## config.mk

```make
export PLATFORM = sky130hd
export DESIGN_NAME = moving_average_decimator
export DESIGN_NICKNAME = d
export VERILOG_FILES = /design/src/rtl/core/mad_pkg.sv /design/src/rtl/core/mad_cell.sv /design/src/rtl/core/mad_recip_div.sv /design/src/rtl/core/moving_average_decimator.sv
export VERILOG_INCLUDE_DIRS = /design/src /design/src/rtl/core
export SDC_FILE = /design/constraint.sdc
export NUM_CORES = 2
export LEC_CHECK = 0
export ABC_CLOCK_PERIOD_IN_PS = 6450
export BUFFER_PORTS_ARGS = -buffer_cell sky130_fd_sc_hd__buf_4
export CORE_ASPECT_RATIO = 0.7
export CORE_UTILIZATION = 40
export DETAILED_ROUTE_END_ITERATION = 10
export PLACE_DENSITY = 0.65
export SLEW_MARGIN = 10
export SYNTH_ARGS = -nofsm -noshare
export SYNTH_HDL_FRONTEND = slang
export SYNTH_SLANG_ARGS = --single-unit
```

## constraint.sdc

```tcl
create_clock -name clk -period 6.45 [get_ports clk]
set_clock_uncertainty 0.2 [all_clocks]
set_input_delay 0.3225 -clock clk [delete_from_list [all_inputs] [get_ports clk]]
set_output_delay 0.3225 -clock clk [all_outputs]
set_load 0.03 [all_outputs]
```

## src/rtl/core/assert_macros.svh

```systemverilog
// Assertion helpers shared by the RTL.
// All of them check on the rising edge of the given clock and are
// switched off while the given reset is high.
`ifndef ASSERT_MACROS_SVH
`define ASSERT_MACROS_SVH

`ifndef SYNTHESIS

`define MAD_ASSERT(label, clk, rst, prop, msg) \
  label: assert property (@(posedge clk) disable iff (rst) (prop)) else $error(msg);

`define MAD_ASSERT_SAME(label, clk, rst, ante, cons, msg) \
  label: assert property (@(posedge clk) disable iff (rst) (ante) |-> (cons)) else $error(msg);

`define MAD_ASSERT_NEXT(label, clk, rst, ante, cons, msg) \
  label: assert property (@(posedge clk) disable iff (rst) (ante) |=> (cons)) else $error(msg);

`else

`define MAD_ASSERT(label, clk, rst, prop, msg)
`define MAD_ASSERT_SAME(label, clk, rst, ante, cons, msg)
`define MAD_ASSERT_NEXT(label, clk, rst, ante, cons, msg)

`endif

`endif

```

## src/rtl/core/mad_pkg.sv

```systemverilog
package mad_pkg;

  localparam int WINDOW_DEFAULT      = 50;
  localparam int SAMPLE_BITS_DEFAULT = 12;

  // fixed field widths
  localparam int AVERAGE_BITS = 12;
  localparam int DECIM_BITS   = 6;

  localparam logic [DECIM_BITS-1:0] DECIM_RESET = 6'd10;

endpackage

```

## src/rtl/core/mad_cell.sv

```systemverilog
// One tap of the sample delay line.
module mad_cell #(
  parameter int SAMPLE_BITS = 12
) (
  input  logic                   clk,
  input  logic                   rst,
  input  logic                   shift,
  input  logic [SAMPLE_BITS-1:0] d,
  output logic [SAMPLE_BITS-1:0] q
);

  always_ff @(posedge clk) begin
    if (rst) begin
      q <= '0;
    end else if (shift) begin
      q <= d;
    end
  end

endmodule

```

## src/rtl/core/mad_recip_div.sv

```systemverilog
// Divide the window sum by WINDOW: reciprocal multiply, then shift.
// Two registered stages (product, result) with valid/stall flow.
module mad_recip_div #(
  parameter int WINDOW      = 50,
  parameter int SAMPLE_BITS = 12
) (
  input  logic                               clk,
  input  logic                               rst,
  input  logic                               in_valid,
  output logic                               in_ready,
  input  logic [SAMPLE_BITS+$clog2(WINDOW)-1:0] in_sum,
  output logic [mad_pkg::AVERAGE_BITS-1:0]   average,
  output logic                               average_valid,
  input  logic                               average_stall
);

  import mad_pkg::*;

`include "assert_macros.svh"

  localparam int SUM_BITS  = SAMPLE_BITS + $clog2(WINDOW);
  localparam int SHIFT     = SUM_BITS + $clog2(WINDOW);
  localparam int PROD_BITS = 2 * SUM_BITS + 1;
  // ceil(2^SHIFT / WINDOW): exact floor for every sum below 2^SUM_BITS
  localparam logic [63:0] RECIP_FULL =
    ((64'd1 << SHIFT) + 64'(WINDOW) - 64'd1) / 64'(WINDOW);
  localparam logic [SUM_BITS:0] RECIP = RECIP_FULL[SUM_BITS:0];

  logic                 prod_valid;
  logic [PROD_BITS-1:0] prod;
  logic [PROD_BITS-1:0] quot;
  logic                 out_advance;

  assign out_advance = !average_valid || !average_stall;
  assign in_ready    = !prod_valid || out_advance;
  assign quot        = prod >> SHIFT;

  always_ff @(posedge clk) begin
    if (rst) begin
      prod_valid <= 1'b0;
    end else if (in_ready) begin
      prod_valid <= in_valid;
    end
  end

  always_ff @(posedge clk) begin
    if (in_ready && in_valid) begin
      prod <= PROD_BITS'(in_sum) * PROD_BITS'(RECIP);
    end
  end

  always_ff @(posedge clk) begin
    if (rst) begin
      average_valid <= 1'b0;
    end else if (out_advance) begin
      average_valid <= prod_valid;
    end
  end

  always_ff @(posedge clk) begin
    if (out_advance && prod_valid) begin
      average <= quot[AVERAGE_BITS-1:0];
    end
  end

  `MAD_ASSERT_SAME(a_ready_full, clk, rst, !in_ready, prod_valid && average_valid && average_stall, "divider refused a word with room to spare")
  `MAD_ASSERT_NEXT(a_prod_held, clk, rst, prod_valid && !in_ready, prod_valid && $stable(prod), "held product changed")
  `MAD_ASSERT_SAME(a_out_source, clk, rst, $rose(average_valid), $past(prod_valid), "result appeared without a product")

endmodule

```

## src/rtl/core/moving_average_decimator.sv

```systemverilog
// Channel   Dir  Handshake                     Payload
// sample    in   sample_valid / sample_stall   sample [SAMPLE_BITS]
// average   out  average_valid / average_stall average [12]
// config    in   cfg_write_en                  cfg_write_data [6] (decimation factor)
//
// One sample word per cycle while sample_stall is low; the delay-line shift and running-sum update
// complete in the cycle of acceptance.
// From the sample that completes an average, the sum passes through the hold register,
// the reciprocal-multiply product register and the result register to average_valid.
// Synchronous active-high reset clears the delay line, sum and counter and
// sets the decimation factor to 10.
// Stall on the output fills the two divider stages and the hold register, then
// stalls the input; up to three averages sit in flight.
module moving_average_decimator #(
  parameter int WINDOW      = mad_pkg::WINDOW_DEFAULT,
  parameter int SAMPLE_BITS = mad_pkg::SAMPLE_BITS_DEFAULT
) (
  input  logic                             clk,
  input  logic                             rst,
  input  logic [SAMPLE_BITS-1:0]           sample,
  input  logic                             sample_valid,
  output logic                             sample_stall,
  output logic [mad_pkg::AVERAGE_BITS-1:0] average,
  output logic                             average_valid,
  input  logic                             average_stall,
  input  logic                             cfg_write_en,
  input  logic [mad_pkg::DECIM_BITS-1:0]   cfg_write_data
);

  import mad_pkg::*;

`include "assert_macros.svh"

  localparam int SUM_BITS  = SAMPLE_BITS + $clog2(WINDOW);
  localparam int CNT_BITS  = $clog2(WINDOW + 1);
  localparam int STEP_BITS = (CNT_BITS > DECIM_BITS) ? CNT_BITS : DECIM_BITS;

  // delay line: tap[0] newest, tap[WINDOW-1] oldest
  logic [SAMPLE_BITS-1:0] tap [WINDOW];

  logic [DECIM_BITS-1:0]  decim;
  logic [SUM_BITS-1:0]    sum;
  logic [SUM_BITS-1:0]    sum_next;
  logic [CNT_BITS-1:0]    count;
  logic [CNT_BITS-1:0]    count_inc;
  logic [CNT_BITS-1:0]    count_next;
  logic [STEP_BITS-1:0]   decim_ext;
  logic [STEP_BITS-1:0]   step;
  logic                   emit;
  logic                   accept;

  // sum word waiting for the divider
  logic                   hold_valid;
  logic [SUM_BITS-1:0]    hold_sum;
  logic                   div_ready;

  assign sample_stall = hold_valid && !div_ready;
  assign accept       = sample_valid && !sample_stall;

  // shift chain
  for (genvar i = 0; i < WINDOW; i++) begin : g_cell
    if (i == 0) begin : g_head
      mad_cell #(.SAMPLE_BITS(SAMPLE_BITS)) u_cell (
        .clk   (clk),
        .rst   (rst),
        .shift (accept),
        .d     (sample),
        .q     (tap[i])
      );
    end else begin : g_body
      mad_cell #(.SAMPLE_BITS(SAMPLE_BITS)) u_cell (
        .clk   (clk),
        .rst   (rst),
        .shift (accept),
        .d     (tap[i-1]),
        .q     (tap[i])
      );
    end
  end

  always_ff @(posedge clk) begin
    if (rst) begin
      decim <= DECIM_RESET;
    end else if (cfg_write_en) begin
      decim <= cfg_write_data;
    end
  end

  // zero counts as one; anything above the window length saturates
  always_comb begin
    decim_ext = STEP_BITS'(decim);
    if (decim_ext == '0) begin
      step = STEP_BITS'(1);
    end else if (decim_ext > STEP_BITS'(WINDOW)) begin
      step = STEP_BITS'(WINDOW);
    end else begin
      step = decim_ext;
    end
  end

  always_comb begin
    sum_next  = sum + SUM_BITS'(sample) - SUM_BITS'(tap[WINDOW-1]);
    count_inc = count + CNT_BITS'(1);
    emit      = (count_inc >= CNT_BITS'(WINDOW));
    if (emit) begin
      count_next = count_inc - step[CNT_BITS-1:0];
    end else begin
      count_next = count_inc;
    end
  end

  always_ff @(posedge clk) begin
    if (rst) begin
      sum   <= '0;
      count <= '0;
    end else if (accept) begin
      sum   <= sum_next;
      count <= count_next;
    end
  end

  always_ff @(posedge clk) begin
    if (rst) begin
      hold_valid <= 1'b0;
    end else if (accept && emit) begin
      hold_valid <= 1'b1;
    end else if (div_ready) begin
      hold_valid <= 1'b0;
    end
  end

  always_ff @(posedge clk) begin
    if (accept && emit) begin
      hold_sum <= sum_next;
    end
  end

  mad_recip_div #(
    .WINDOW      (WINDOW),
    .SAMPLE_BITS (SAMPLE_BITS)
  ) u_div (
    .clk           (clk),
    .rst           (rst),
    .in_valid      (hold_valid),
    .in_ready      (div_ready),
    .in_sum        (hold_sum),
    .average       (average),
    .average_valid (average_valid),
    .average_stall (average_stall)
  );

  `MAD_ASSERT(a_count_range, clk, rst, count < CNT_BITS'(WINDOW), "sample counter left its range")
  `MAD_ASSERT_NEXT(a_emit_held, clk, rst, accept && emit, hold_valid && (hold_sum == sum), "average request lost")
  `MAD_ASSERT_SAME(a_stall_cause, clk, rst, sample_stall, hold_valid && average_valid, "input stalled with an empty pipe")
  `MAD_ASSERT_NEXT(a_sum_idle, clk, rst, !accept, $stable(sum) && $stable(count), "window state moved without a word")

endmodule

```

# Word-level counts from Yosys, hierarchy flattened
# Cells that the tools add are included.
# W data, S select, Z words.
[totals]
reg_bits = 699
latch_bits = 0
ramBits = 0
rom_bits = 0
in_bits = 23
output_inout_bits = 14
elab_cells = 85
mem_count = 0
[classes]
n_addsub = 4
mul = 1
div_mod_pow = 0
order_cmp = 2
n_eq_ne = 0
n_shift = 0
n_mux = 5
n_bitwise = 0
reduce_logical = 14
[op_table]
columns = ["operator", "count"]
rows = [
  ["$mul A18 B19 Y36 const B", 1],
  ["$add A18 B12 Y18", 1],
  ["$mux W6", 3],
  ["$sub A18 B12 Y18", 1],
  ["$add A6 B1 Y6 const B", 1],
  ["$ge A6 B6 Y1 const B", 1],
  ["$gt A6 B6 Y1 const B", 1],
  ["$logic_not A6 Y1", 1],
  ["$sub A6 B6 Y6", 1],
  ["$logic_and A1 B1 Y1", 5],
  ["$logic_not A1 Y1", 5],
  ["$logic_or A1 B1 Y1", 2],
  ["$mux W1", 2],
  ["$reduce_bool A2 Y1", 1],
]

# Logic depth before layout (Yosys ltp)
[depth]
depth_word = 9
depth_mapped = 20
mapped_depth_nobuf = 20

# Cells and area by module
# A second synthesis with hierarchy kept.
[hier_totals]
cells_unflattened = 2928
hier_area_um2 = 31011.0
[by_module_without_submodules]
columns = ["module", "n_inst", "cells_per_inst", "area_each_um2", "seq_area_each_um2"]
rows = [
  ["mad_cell", 50, 38, 420.4, 240.2],
  ["mad_recip_div", 1, 644, 6623.9, 760.7],
  ["moving_average_decimator", 1, 384, 3367.0, 1161.1],
]

# Worst setup path before layout
# Ideal clock, no wire load.
[synth_timing]
path_kind = "register to register"
start = "register hold_sum[16]"
end = "register u_div.prod[35], data pin"
setup_ps = 264
arrival_ps = 5363
required_time_ps = 5986
setup_slack_ps = 623
path_stages_with_launch = 19
n_path_buf = 0
synth_period_minus_slack_ps = 5827
path_cell_list = "edfxtp_1 -> fa_1 -> inv_1 -> fa_1 -> inv_1 -> fa_1 -> fa_1 -> fa_1 -> inv_1 -> fa_1 -> inv_1 -> ha_1 -> nand4_1 -> nor3_1 -> o211ai_1 -> o211ai_2 -> o211ai_1 -> o31ai_1 -> xnor2_1"
[synth_between]
elab_chain_cells = 1
[synth_lines]
columns = ["element", "line", "source"]
rows = [
  ["start: declaration", "moving_average_decimator.sv:54", "logic [SUM_BITS-1:0] hold_sum;"],
  ["start signal: assignment", "moving_average_decimator.sv:134", "hold_sum <= sum_next;"],
  ["$mul A18 B19 Y36", "mad_recip_div.sv:48", "prod <= PROD_BITS'(in_sum) * PROD_BITS'(RECIP);"],
  ["end signal: assignment", "mad_recip_div.sv:48", ""],
  ["end: declaration", "mad_recip_div.sv:30", "logic [PROD_BITS-1:0] prod;"],
]
# No other way between the ends.
# A chain may end at the register's enable or synchronous reset.

# Worst setup path in the final report
[layout_timing]
start = "register hold_sum[15]"
end = "register u_div.prod[34], data pin"
# Same word-level chain as after synthesis.

==> summary.txt <==
Clocking
  – Clk root buf: clkbuf_16
  – Reg clk slew, reported paths: approximately 0.06 ns
  – Total CTS buffers: 68
  – Max clock buf depth: 3
  – Worst-skew pair later-pin latency: between 0.6 and 0.7 ns
  – # Post-CTS Setup Buffers: 0
  – Clock Sinks: about 680
  – CTS tree: done
  – # H-tree levels: 3

Finish
  – Area grow syn2layout: 11.7%
  – Design area: around 34000 um2
  – Commonest non-fill, non-tap cells in the layout: nand2_1, a21oi_1, dfxtp_1
  – Final #Nets: just under 4000
  – Fillers: approximately 7200
  – Ant. Diodes: 0
  – Commonest non-fill, non-tap cell in the layout: nand2_1
  – Layout cell share with drive strength beyond 1: about 5.2%
  – Final Util: a little under half

Floorplanning
  – Die Y: approximately 230 um
  – Core area: approximately 74000 um2
  – Die area: 76600 um2
  – # IOs: 37
  – Die W: ~330 um
  – Initial Util: about two fifths
  – Core Rows: a little over 80

Worst setup path
  – CP Data Arrival Time: between 6 and 7 ns
  – Buf/Inv on CP: 4
  – CP max FO: 6
  – Critical R2R Capture: u_div.prod[34]
  – Critical Path RT: between 6 and 7 ns
  – Critical Path Sink Type: flop
  – Crit Path Category: reg2reg
  – Slowest cell on crit path: fa_1
  – Most frequent CP cell: fa_1
  – CP Cell Sequence: fa_1, inv_1, fa_1, inv_1, fa_1, fa_1, fa_1, inv_1, fa_1, inv_1, ha_1, nand4_1, nor3_2, o211ai_1, o211ai_2, o21ai_2, o21a_1, o311ai_0
  – Crit path max-delay family: adder cells
  – Critical Path Start Type: flop
  – R2r setup slk: roughly 0.21 ns
  – Reg-to-Reg Start: hold_sum[15]
  – Crit-path max cell delay: 0.66 ns
  – FF-to-FF path depth: 18

Pwr
  – Combinational Power Share: 10.5%
  – Max VDD drop: 0.000191 V
  – Sw frac: 24.9%
  – Switch Pwr: 2.33 mW
  – Pwr per Cell Area: ~280 nW/um2
  – Clock power share: between 40% and 50%
  – Reg power frac: 46.1%
  – LEAKAGE: 12.7 nW
  – P_int: roughly 7.0 mW

Hold path
  – Worst hold path type: in2reg
  – Startpoint of the worst hold path: sample_valid
  – Worst Hold Depth: 4
  – Hold endpoint: g_cell[0].g_head.u_cell.q[9]

Synthesis
  – Post-Syn Instances: between 3000 and 4000
  – XOR/XNOR Fraction of Synth Area: 1.07%
  – Synth Area per Inst: about 8.4 um2
  – Top cells by area, synth: dfxtp_1, nand2_1, a21oi_1
  – FF+latch count, synth: between 600 and 700
  – Main synth FF type: dfxtp_1
  – Netlist cell types: 58
  – Netlist Area Pre-Place: just over 30000 um2
  – Largest family of logic cells by synthesized area: simple AND/OR/NAND/NOR gates
  – Synth Area in Compound Gates: roughly an eighth
  – Mux share of post-synthesis cell area: less than 1%
  – Yosys top cell area share: roughly two fifths
  – Post-synthesis simple-gate area fraction: 17.2%
  – Sequential area share after synthesis: between 40% and 50%
  – Syn_nets: roughly 3900
  – Post-synthesis async set-or-reset flop share: 0%
  – Synth Area in Adders: 15.8%
  – Ys Warns: 0
  – Synth area leader: dfxtp_1
  – EDFF count, synth: 42

STA
  – Minimum clock period: 6.24 ns
  – Slew margin rel.: 26.0%
  – Hold Violations, Final: 0
  – Setup-failing EPs final: 0
  – Fin crit share: between 90% and 100%
  – F_max: 0.160 GHz
  – WHS: 0.144 ns
  – Slew Limit Fails: 0
  – Worst Tran Pin Value: about 1.1 ns

Drt
  – TritonRoute pass-1 iters: 5
  – Final wirelength: 58.5 mm
  – Via Count: 21951
  – WL/cell: roughly 13 um
  – Uppermost layer routed: met4
  – Drt initial violations: between 1500 and 2000
  – Post-route ant nets: 0
  – WL met3: approximately 2.6 mm
  – Drt drc: 0
  – Met1 WL: 30.5 mm
  – Vias per Instance: between 4 and 5
  – WL met2: approximately 24 mm

Job
  – Maxcap violations: 0

Placement
  – Post-DP HPWL: about 37 mm
  – Final GP Congestion: around 0.89
  – IO Port Bufs: 36
  – Cell Area, Placed: between 30000 and 40000 um2

Global routing
  – Vias in the first global route: 20207
  – Pin count of the biggest net entering global routing: 260
  – Initial antenna violation count: 0
  – Wire length of the first global-routing pass: between 90 and 100 mm
  – Overflow after GRT: 0
  – Gr usage total: between 15 and 20%

Outcome
  – Status: completed
worst max-delay path by stage:
stage	startpoint	endpoint	slack [ns]	cells past startpoint
2_1_floorplan	hold_sum[16]	u_div.prod[35]	0.62	18
3_3_place_gp	hold_sum[15]	u_div.prod[33]	0.30	18
3_5_place_dp	hold_sum[15]	u_div.prod[34]	0.08	18
4_1_cts	hold_sum[15]	u_div.prod[34]	0.1	18
5_1_grt	hold_sum[15]	u_div.prod[34]	-0.03	18
6_report	hold_sum[15]	u_div.prod[34]	0.21	18
flip-flops by register name (all words and copies together) (netlist names):
register                count
u_div.prod                 12
u_div.average_valid         1
hold_valid                  1
hold_sum                   18
decim                       6
u_div.average              12
sum                        18
g_cell.g_body.u_cell.q    588
count                       6
g_cell.g_head.u_cell.q     12
u_div.prod_valid            1
cell type report:
class,instances,area [um2],area share (%)
Inverter,282,1060,3.14
Multi-Input combinational cell,2443,14400,42.7
Timing Repair Buffer,85,761,2.26
Clock buffer,97,2000,5.94
Clock inverter,27,357,1.06
Sequential cell,675,13900,41.3
Tap cell,977,1220,3.62
power groups by stage:
stage	logic (mW)	registers, mW	clock network, mW
5_1_grt	1.10	4.33	4.37
4_1_cts	0.974	4.32	4.19
3_5_place_dp	0.957	4.42	0
2_1_floorplan	0.754	4.41	0
6_report	0.980	4.33	4.07
3_3_place_gp	0.955	4.42	0
logic make-up (layout without fill, tap and decap cells):
group / count (synthesis) / after routing
flip-flops: 675 / 675
AO/OA/AOI/OAI: 745 / 745
multiplexers: 10 / 10
AND/OR/NAND/NOR: 1347 / 1347
adder cells (fa/ha/maj): 304 / 304
buffers and inverters: 495 / 491
XOR/XNOR: 37 / 37
synthesized netlist by cell type, types with 3 or more instances:
cell type  instances
xor2_1            10
nand4_1            7
nand3_1           10
or2_2              4
a21oi_1          642
nor2b_1            3
buf_2             28
buf_1              7
dfxtp_1          633
nor3_1            10
nand2b_1           7
ha_1             175
nand2_1         1260
and3_1             4
o21a_1             9
nor2_1            29
edfxtp_1          42
inv_1            282
clkbuf_1         178
o211ai_1           6
o21ai_0           20
a21o_1            18
xnor2_1           27
o21bai_1           4
a211oi_1           7
and2_1             6
fa_1             129
mux2i_1            9
o31ai_1            3
a31oi_1            7
through the flow:
| step | power [mW] | instances | TNS [ns] | setup slack (ns) |
|---|---|---|---|---|
| global placement | 5.37 | 4436 | 0 | 0.300 |
| detailed placement | 5.37 | 4436 | 0 | 0.0840 |
| floorplan | 5.16 | 3613 | 0 | 0.623 |
| finish | 9.38 | 4586 | 0 | 0.213 |
| CTS | 9.49 | 4586 | 0 | 0.0951 |
| global route | 9.80 | 4586 | -0.0482 | -0.0288 |
tightest hold or removal path, delay by kind of cell:
family | cells | cell delay (ns)
AO/OA/AOI/OAI | 1 | 0.05
buffers and inverters | 1 | 0.12
AND/OR/NAND/NOR | 2 | 0.40
per-layer routing:
metal	track usage, %	vias to the layer above
met2	21.8	260
met1	23.0	10171
met4	4.29	0
li1	-	11436
met3	3.62	84
met5	0	-
repair_timing:
| item | in CTS | in global routing |
|---|---|---|
| hold buffers | 26 | 0 |
| gates resized for setup | 0 | 2 |
| endpoints found under the setup margin | 0 | 3 |
| endpoints found under the hold margin | 67 | 0 |
Power figures use the tool's default switching activity.
